`config.mk`:
```
export PLATFORM = sky130hd
export DESIGN_NAME = mfps_front
export DESIGN_NICKNAME = d
export VERILOG_FILES = /design/src/rtl/core/mfps_pkg.sv /design/src/rtl/core/mfps_front.sv
export SDC_FILE = /design/constraint.sdc
export NUM_CORES = 1
export LEC_CHECK = 0
export ABC_CLOCK_PERIOD_IN_PS = 3150
export BUFFER_PORTS_ARGS = -buffer_cell sky130_fd_sc_hd__buf_2
export CAP_MARGIN = 30
export CORE_ASPECT_RATIO = 1.5
export CORE_UTILIZATION = 42
export CTS_CLUSTER_SIZE = 14
export DETAILED_ROUTE_END_ITERATION = 8
export PLACE_DENSITY = 0.77
export SKIP_CTS_REPAIR_TIMING = 1
export SYNTH_ARGS = -nofsm -noshare
export SYNTH_HDL_FRONTEND = slang
export SYNTH_SLANG_ARGS = --single-unit
export TNS_END_PERCENT = 1
```
`constraint.sdc`:
```
create_clock -name i_clk -period 3.15 [get_ports i_clk]
set_input_delay 0.63 -clock i_clk [delete_from_list [all_inputs] [get_ports i_clk]]
set_output_delay 0.63 -clock i_clk [all_outputs]
set_load 0.05 [all_outputs]
```
`src/rtl/core/mfps_pkg.sv`:
```
// shared constants and modular arithmetic for the modular fenwick prefix-sum block
`default_nettype none

package mfps_pkg;

    // field widths fixed by the item format
    localparam int INDEX_W = 10;
    localparam int VALUE_W = 30;

    // default tree depth
    localparam int TREE_SIZE_DEF = 1024;

    // prime modulus, fits in the value width
    localparam logic [VALUE_W-1:0] PRIME_MOD = VALUE_W'(1000000007);

    // function codes of an input request
    localparam logic FUNC_ADD   = 1'b0;
    localparam logic FUNC_QUERY = 1'b1;

    // sum of two residues with one conditional subtract of the prime
    function automatic logic [VALUE_W-1:0] mod_add(input logic [VALUE_W-1:0] a,
                                                   input logic [VALUE_W-1:0] b);
        logic [VALUE_W:0] s;
        logic [VALUE_W:0] t;
        s = {1'b0, a} + {1'b0, b};
        t = s - {1'b0, PRIME_MOD};
        if (s >= {1'b0, PRIME_MOD}) begin
            return t[VALUE_W-1:0];
        end
        return s[VALUE_W-1:0];
    endfunction

endpackage

`default_nettype wire

```
`src/rtl/core/mfps_front.sv`:
```
// front end: classifies incoming requests and holds them in a short queue
`default_nettype none

module mfps_front #(
    parameter int TREE_SIZE = mfps_pkg::TREE_SIZE_DEF,
    parameter int AW        = $clog2(TREE_SIZE)
) (
    input  wire logic                         i_clk,
    input  wire logic                         i_rst_n,
    // request channel
    input  wire logic                         i_valid,
    output logic                              o_stall,
    input  wire logic                         i_func,
    input  wire logic [mfps_pkg::INDEX_W-1:0] i_index,
    input  wire logic [mfps_pkg::VALUE_W-1:0] i_value,
    // back end side
    input  wire logic                         i_clearing,
    input  wire logic                         i_pop,
    output logic                              o_head_valid,
    output logic                              o_head_query,
    output logic [AW-1:0]                     o_head_pos,
    output logic [mfps_pkg::VALUE_W-1:0]      o_head_value
);

    localparam int QD = 2;
    localparam int PTR_W = $clog2(QD);
    localparam int CNT_W = $clog2(QD + 1);

    logic [31:0]                    idx_ext;
    logic                           in_range;
    logic                           drop;
    logic                           push;
    logic                           full;
    logic [AW-1:0]                  start_pos;
    logic [mfps_pkg::VALUE_W-1:0]   value_red;

    logic                           r_q_query [QD];
    logic [AW-1:0]                  r_q_pos   [QD];
    logic [mfps_pkg::VALUE_W-1:0]   r_q_value [QD];
    logic [PTR_W-1:0]               r_wr_ptr;
    logic [PTR_W-1:0]               r_rd_ptr;
    logic [CNT_W-1:0]               r_count;

    // classify: range check, query saturation, dropped adds, value reduction
    always_comb begin
        idx_ext   = 32'(i_index);
        in_range  = idx_ext < 32'(TREE_SIZE);
        start_pos = in_range ? AW'(idx_ext) : AW'(TREE_SIZE - 1);
        drop      = (i_func == mfps_pkg::FUNC_ADD) && ((i_index == '0) || !in_range);
        value_red = mfps_pkg::mod_add(i_value, '0);
    end

    // queue handshake
    assign full         = r_count == CNT_W'(QD);
    assign o_stall      = full || i_clearing;
    assign push         = i_valid && !o_stall && !drop;
    assign o_head_valid = r_count != '0;
    assign o_head_query = r_q_query[r_rd_ptr];
    assign o_head_pos   = r_q_pos[r_rd_ptr];
    assign o_head_value = r_q_value[r_rd_ptr];

    // queue pointers and fill count
    always_ff @(posedge i_clk) begin
        if (!i_rst_n) begin
            r_wr_ptr <= '0;
            r_rd_ptr <= '0;
            r_count  <= '0;
        end else begin
            if (push) begin
                r_wr_ptr <= r_wr_ptr + PTR_W'(1);
            end
            if (i_pop) begin
                r_rd_ptr <= r_rd_ptr + PTR_W'(1);
            end
            if (push && !i_pop) begin
                r_count <= r_count + CNT_W'(1);
            end else if (!push && i_pop) begin
                r_count <= r_count - CNT_W'(1);
            end
        end
    end

    // queue storage
    always_ff @(posedge i_clk) begin
        if (push) begin
            r_q_query[r_wr_ptr] <= i_func == mfps_pkg::FUNC_QUERY;
            r_q_pos[r_wr_ptr]   <= start_pos;
            r_q_value[r_wr_ptr] <= value_red;
        end
    end

endmodule

`default_nettype wire

```
# Word-level counts from Yosys, hierarchy flattened
# Memories as Yosys holds them, arrays and structs flattened. A register that Yosys moved wholly into a read port is not among the register bits.
# Cells that the tools add are included.
# W data, S select, Z words.
# totals
word_cells,40
mem_count,3
mem_bits_rw,82
in_bits,46
regBits,4
# op_classes
eq_ne,1
mux,13
bitwise_logic,1
n_lt_le_gt_ge,1
add_sub_neg,5
reduce_logical,13
# mem_list
memory,words,word_bits,rd,rd_clocked_by_memory_dff,write_ports,line,source
r_q_value,2,30,1,1,1,mfps_front.sv:39,logic [mfps_pkg::VALUE_W-1:0] r_q_value [QD];
r_q_pos,2,10,1,1,1,mfps_front.sv:38,logic [AW-1:0] r_q_pos [QD];
r_q_query,2,1,1,1,1,mfps_front.sv:37,logic r_q_query [QD];
# ops
operator,count
$mux W30,2
$ge A30 B30 Y1 const B,1
$sub A30 B30 Y30 const B,1
$logic_not A10 Y1,1
$mux W1,9
$logic_and A1 B1 Y1,5
$logic_not A1 Y1,4
$mux W2,2
$reduce_bool A2 Y1,2
$add A1 B1 Y1 const B,2
$add A2 B1 Y2 const B,1
$eq A2 B2 Y1 const B,1
$sub A2 B1 Y2 const B,1
$logic_or A1 B1 Y1,1
$not A1 Y1,1

# Depth between registers and ports, before layout
# Gate-level depths: netlist of the first run.
# depth
word_depth,9
depth_mapped,8

# Worst setup path after synthesis of the first run
# Ideal clock, no wire load.
# synth_path
path_kind,input to register
start,in i_clearing
end,mem r_q_pos[0][0] (netlist bit) (enable)
cell_stages,3
required_time_ns,2.709
slack_ns,-0.417
setup_time_ns,0.441
arrival_time_ns,3.126
path_cell_list,a21o_1 a311o_1 nor2_1
# synth_between
elab_chain_cells,6
# synth_lines
item,line,source
start: declaration,mfps_front.sv:17,"input wire logic i_clearing,"
$logic_or A1 B1 Y1,mfps_front.sv:55,assign o_stall = full || i_clearing;
$logic_not A1 Y1,mfps_front.sv:56,assign push = i_valid && !o_stall && !drop;
$logic_and A1 B1 Y1 (2 in series),mfps_front.sv:56,
$mux W1,mfps_front.sv:85,if (push) begin
$mux W1 (implied by the code),mfps_front.sv:87,r_q_pos[r_wr_ptr] <= start_pos;
end: declaration,mfps_front.sv:38,
# No other way between the ends.

# Worst setup path in the final report of the first run
# layout_path
start,in i_value[0] (netlist bit)
end,"mem r_q_value[1][19] (netlist bit), data pin"
# layout_between
elab_chain_cells,3
word_cells_on_any_way,5
classes_between,add/sub (1); order compare (1); mux (3)
# layout_lines
item,line,source
start: declaration,mfps_front.sv:15,"input wire logic [mfps_pkg::VALUE_W-1:0] i_value,"
$sub A30 B30 Y30 / $ge A30 B30 Y1 (equally long branches),"mfps_pkg.sv:26, mfps_pkg.sv:27",
$mux W30 / $mux W1 (equally long branches),mfps_pkg.sv:27,"if (s >= {1'b0, PRIME_MOD}) begin"
$mux W30 *,mfps_pkg.sv:30,return s[VALUE_W-1:0];
"named net value_red, one bit",mfps_front.sv:35,logic [mfps_pkg::VALUE_W-1:0] value_red;
end: declaration,mfps_front.sv:39,
# The timed path passes the listed nets; every way through them passes the cells marked *. The select of a mux whose other input is x is not followed.

==> impl_metrics.tcl, run 1 <==
set metrics [dict create \
    status "finished clean" \
    syn_nets 363 \
    worstSetupPathType "in2reg" \
    fin_cells 529 \
    detail_route.drc_violations 0 \
    slew_headroom_pct 46.4 \
    arrival_ns 2.58 \
    grt_usage_pct 18.0 \
    rsz0062_at_grt "false" \
    period_share_pct 80.0 \
    start_kind "input pin" \
    clock_latency_ns 0.33 \
    cts_tree "yes" \
    initial_core_util_pct 43.1 \
    drtPass1Iterations 4 \
    grt_pass1_wl_mm 14.8 \
    synth_edf_count 82 \
    root_buffer "clkbuf_16" \
    worstReg2RegStart "r_count[0]$_SDFFE_PN0P_" \
    ir_drop_mv 0.294 \
    r2r_setup_slack_ns 1.08 \
    grt_overflow 0 \
    dpl.hpwl_mm 7.01 \
    grt_start_max_net_pins 42 \
    pin_count 89 \
    design_area_sq_um 5220 \
    max_freq_ghz 0.397 \
    crit_fanout 7 \
    gp_congestion 0.915 \
    synth_top_area_share_pct 56.6 \
    rows 45 \
    fp.dieH_um 127 \
    setup_viol 0 \
    placed_cells 512 \
    r2r-end "r_q_value[0][18]$_DFFE_PP_" \
    hold_viol_final 0 \
    wirelength_mm 9.54 \
    synth.ff_latch_count 87 \
    synth.largest_area_cell "edfxtp_1" \
    synth_flop_cell "edfxtp_1" \
    r2r_cells 5 \
    p_leak_uw 0.00195 \
    clk_path_buf_depth 2 \
    post-route-min-period_ns 2.52 \
    ys_warn_count 0 \
    die-area_sq_um 10800 \
    cts_made_buffers 9 \
    seq_area_frac_synth_pct 59.0 \
    synthDistinctLibCells 57 \
    crit_path_start "i_value[0]" \
    slew_violations 0 \
    vias 3002 \
    fin_setup_tns_ns 0 \
    async_flop_share_pct 0 \
    worstMarginPinSlew_ns 0.800 \
    cts_sinks 87 \
    insertedDiodeCount 0 \
    clk_pin_slew_ns 0.06 \
    yosys-top-cells-area "edfxtp_1 57%, mux2_2 11%, xor2_1 4.0%" \
    avgSynthCellArea_sq_um 13.8 \
    finalClockSkew_ns 0.00297 \
    cellPowerDensity_nw_per_um2 553 \
    drt-initial-drc-count 170 \
    die_w_um 85.1 \
    ant_nets 0 \
    end_kind "register" \
    port_buffers 88 \
    final_nets 455 \
    synthCells 315 \
    final_layout_size_suffix_gt1_share_pct 41.0 \
    hold_class "in2reg" \
    h-tree-depth 3 \
    via_per_inst 5.67 \
    antenna_found_initial 0 \
    syn_area_sq_um 4350 \
    drv_cap 0 \
    core_sq_um 10100 \
    crit_end "r_q_value[1][19]$_DFFE_PP_" \
    grt_pass1_vias 2947 \
    placed_area_sq_um 4920 \
    area_delta_synth_final_pct 20.1 \
    power_uw 2890 \
    cp.required_ns 3.21 \
    wl_per_cell_um 18.0 \
]
## sequential cells by signal (all words and copies together) (netlist names), named ones only
register	cells
r_q_pos	20
r_count	2
r_q_value	60
r_q_query	2
r_wr_ptr	1
r_rd_ptr	1
## cells in the mapped netlist (all sizes together), types with 5 or more instances
library cell,n
edfxtp,82
mux2,42
xor2,20
a21oi,11
o21ai,10
buf,9
a211oi,8
inv,8
nand2,8
nor2,8
and2,7
nand3,7
nor4,7
a21boi,6
dfxtp,5
nor3,5
o211ai,5
## critical path, cell delays in order
cell and delay [ns]:
buf_2 0.13, ha_1 0.22, a211oi_1 0.54, a2111oi_4 0.19
o2111ai_2 0.23, buf_4 0.20, and2_1 0.27, o211ai_1 0.17
## metal layers
metal	wire, um	GRT usage (%)	vias to the layer above
met5	0	0	-
met4	272	9.57	0
met3	492	3.77	25
met2	5120	32.2	108
met1	3660	19.9	1449
li1	-	-	1420
## stage by stage
| stage | setup slack, ns | util (%) | hold WS [ns] |
|---|---|---|---|
| finish | 0.630 | 51.8 | 0.501 |
| global route | 0.511 | 51.8 | 0.496 |
| CTS | 0.629 | 51.6 | 0.490 |
| detailed placement | 0.279 | 48.9 | 0.570 |
| global placement | 0.427 | 48.9 | 0.490 |
| floorplan | 0.272 | - | 0.473 |
## how the worst min path moves through the flow
stage                            startpoint                       to  slack (ns)  cells past startpoint
floorplan           r_count[1]$_SDFFE_PN0P_  r_count[1]$_SDFFE_PN0P_        0.47                      2
global placement    r_count[1]$_SDFFE_PN0P_  r_count[1]$_SDFFE_PN0P_        0.49                      2
detailed placement  r_count[1]$_SDFFE_PN0P_  r_count[1]$_SDFFE_PN0P_        0.57                      2
CTS                              i_index[5]  r_q_pos[1][5]$_DFFE_PP_        0.49                      1
global route                     i_index[2]  r_q_pos[1][2]$_DFFE_PP_        0.50                      1
finish                           i_index[5]  r_q_pos[1][5]$_DFFE_PP_        0.50                      1
## cells in the final DEF (no fill, tap or decap), types with 6 or more instances in the layout
master,netlist,layout
a21oi_1,11,11
nand2_1,7,7
clkbuf_16,0,9
inv_1,8,8
xor2_1,20,20
and2_1,7,6
a211oi_2,6,6
edfxtp_1,82,82
nor4_1,6,6
nor2_1,8,7
nand3_1,7,7
a21boi_0,6,6
mux2_2,41,41
o21ai_0,10,10
buf_2,4,88
## cell families (layout without fill, tap and decap cells)
| logic type | after synthesis | in the layout | synth area share (%) |
|---|---|---|---|
| AOI/OAI and AO/OA | 66 | 66 | 11.9 |
| muxes | 42 | 42 | 11.0 |
| DFF | 87 | 87 | 59.0 |
| xor gates and xnor gates | 24 | 24 | 4.84 |
| buffers and inverters | 21 | 118 | 2.27 |
| and+or+nand+nor | 73 | 73 | 10.4 |
| adders and majority gates | 2 | 2 | 0.576 |
## report_power, final
| group | switching (uW) | total (uW) | internal (uW) |
|---|---|---|---|
| Clock | 421 | 962 | 541 |
| Sequential | 19.0 | 1350 | 1330 |
| Combinational | 396 | 571 | 175 |
## cell type report
class,count,area [sq um]
fill,836,4860
sequential,87,2560
multi-input combinational,207,1690
timing repair buffer,94,510
clock buffer,11,233
tap,117,146
clock inverter,5,41.3
inverter,8,30.0
No activity file was read; power rests on OpenSTA's default activity.
==> run 2: changes to the inputs <==
ABC_CLOCK_PERIOD_IN_PS = 2370   (was 3150)
PLACE_DENSITY = 0.75   (was 0.77)
clock period = 2.37 ns   (was 3.15 ns; I/O delays follow)
==> impl_metrics.tcl, run 2 (synthesized netlist as in run 1, its figures left out) <==
set metrics [dict create \
    power_uw 3940 \
    largest_register_ffs 60 \
    rows 45 \
    seq_area_sq_um 2560 \
    fin_util_pct 55.0 \
    max_freq_ghz 0.458 \
    final_common_cell "buf_2" \
    p_leak_uw 0.00215 \
    port_buffers 88 \
    gp_congestion 0.907 \
    final_cell_mix "88 x buf_2, 82 x edfxtp_1, 42 x buf_4" \
    cpPeakStageDelay_ns 0.54 \
    fillCellCount 859 \
    setup_viol 0 \
    rsz0062_at_grt "false" \
    ir_drop_mv 0.367 \
    clk_path_buf_depth 2 \
    holdWs_ns 0.339 \
    hold_class "in2reg" \
    grt_pass1_vias 3154 \
    grt_overflow 0 \
    cp.required_ns 2.41 \
    grt_pass1_wl_mm 15.4 \
    core_sq_um 10100 \
    grt_start_max_net_pins 31 \
    final_nets 494 \
    worstPathCellList "inv_1 > a21o_1 > a311o_1 > nor2_4 > buf_4" \
    via_per_inst 5.47 \
    drt-initial-drc-count 180 \
    top_register "r_q_value" \
    finalClockSkew_ns 0.00626 \
    wl_per_cell_um 17.4 \
    insertedDiodeCount 0 \
    root_buffer "clkbuf_16" \
    drtPass1Iterations 4 \
    vias 3105 \
    antenna_found_initial 0 \
    period_share_pct 92.1 \
    grt_usage_pct 19.0 \
    reg_top3 "r_q_value (60), r_q_pos (20)" \
    dpl.hpwl_mm 7.61 \
    worstMarginPinSlew_ns 0.670 \
    cts_made_buffers 9 \
    fin_cells 568 \
    h-tree-depth 3 \
    fp.dieH_um 127 \
    cts_sinks 87 \
    crit_slowest_cell "nor2_4" \
    clk_pin_slew_ns 0.06 \
    die_w_um 85.1 \
    cp.buffers_inverters 2 \
    cts_tree "yes" \
    crit_fanout 24 \
    arrival_ns 2.22 \
    slew_violations 0 \
    detail_route.drc_violations 0 \
    pin_count 89 \
    cellPowerDensity_nw_per_um2 712 \
    hold_viol_final 0 \
    drv_cap 0 \
    end_kind "register" \
    start_kind "register" \
    clock_latency_ns 0.34 \
    initial_core_util_pct 43.1 \
    area_delta_synth_final_pct 27.5 \
    worstSetupPathType "reg2reg" \
    placed_cells 552 \
    cp_top_family "compound AO/OA/AOI/OAI gates" \
    die-area_sq_um 10800 \
    ant_nets 0 \
    post-route-min-period_ns 2.18 \
    wirelength_mm 9.89 \
    final_layout_size_suffix_gt1_share_pct 46.6 \
    multiInputGateArea_sq_um 1690 \
    status "finished clean" \
    slew_headroom_pct 55.2 \
]
run 2: cell count changes in the layout (fill, tap and decap cells not counted), sizes merged:
cell,previous run,this run
buf,94,133
clkinv,1,0
inv,10,11
clkbuf,11,10
clkinvlp,2,3
run 2: layout make-up:
class                   count  share of cell area [%]
flip-flops and latches     87                    46.3
multi-input cells         207                    30.6
repair buffers            133                    14.7
clock buffers              10                    4.31
well taps                 117                    2.64
clock inverters             6                   0.926
inverters                   8                   0.542
run 2: worst paths after layout:
check / cells past startpoint / start / slack [ns] / to
setup / recovery: 5 / r_count[0]$_SDFFE_PN0P_ / 0.19 / r_q_value[0][17]$_DFFE_PP_
hold / removal: 1 / i_index[8] / 0.34 / r_q_pos[1][8]$_DFFE_PP_
setup reg to reg: 5 / r_count[0]$_SDFFE_PN0P_ / 0.19 / r_q_value[0][17]$_DFFE_PP_
hold reg to reg: 2 / r_count[1]$_SDFFE_PN0P_ / 0.53 / r_count[1]$_SDFFE_PN0P_
run 2: worst reg2reg max path: cells and delay by family (launching register included):
| family | cells | cell delay, ns |
|---|---|---|
| flip-flops | 1 | 0.39 |
| AO/OA/AOI/OAI | 2 | 0.56 |
| AND/OR/NAND/NOR | 1 | 0.54 |
| buffers and inverters | 2 | 0.39 |
run 2: metal layers:
metal / up-vias / GRT usage [%] / wire, um
li1: 1496 / - / -
met1: 1496 / 21.7 / 3920
met2: 98 / 34.0 / 5250
met3: 15 / 3.64 / 467
met4: 0 / 8.67 / 250
met5: - / 0 / 0
run 2: report_power, final:
group	total, uW	internal (uW)	switching [uW]
logic	800	269	531
registers	1800	1770	29.7
clock network	1340	753	589
total	3940	2790	1150
run 2: through the flow:
step / setup WS, ns / TNS, ns / cell area (sq um)
2_1_floorplan: -0.349 / -14.30 / 4350
3_3_place_gp: -0.0248 / -0.0548 / 5250
3_5_place_dp: -0.0812 / -0.799 / 5250
4_1_cts: 0.156 / 0 / 5540
5_1_grt: 0.0521 / 0 / 5540
6_report: 0.186 / 0 / 5540
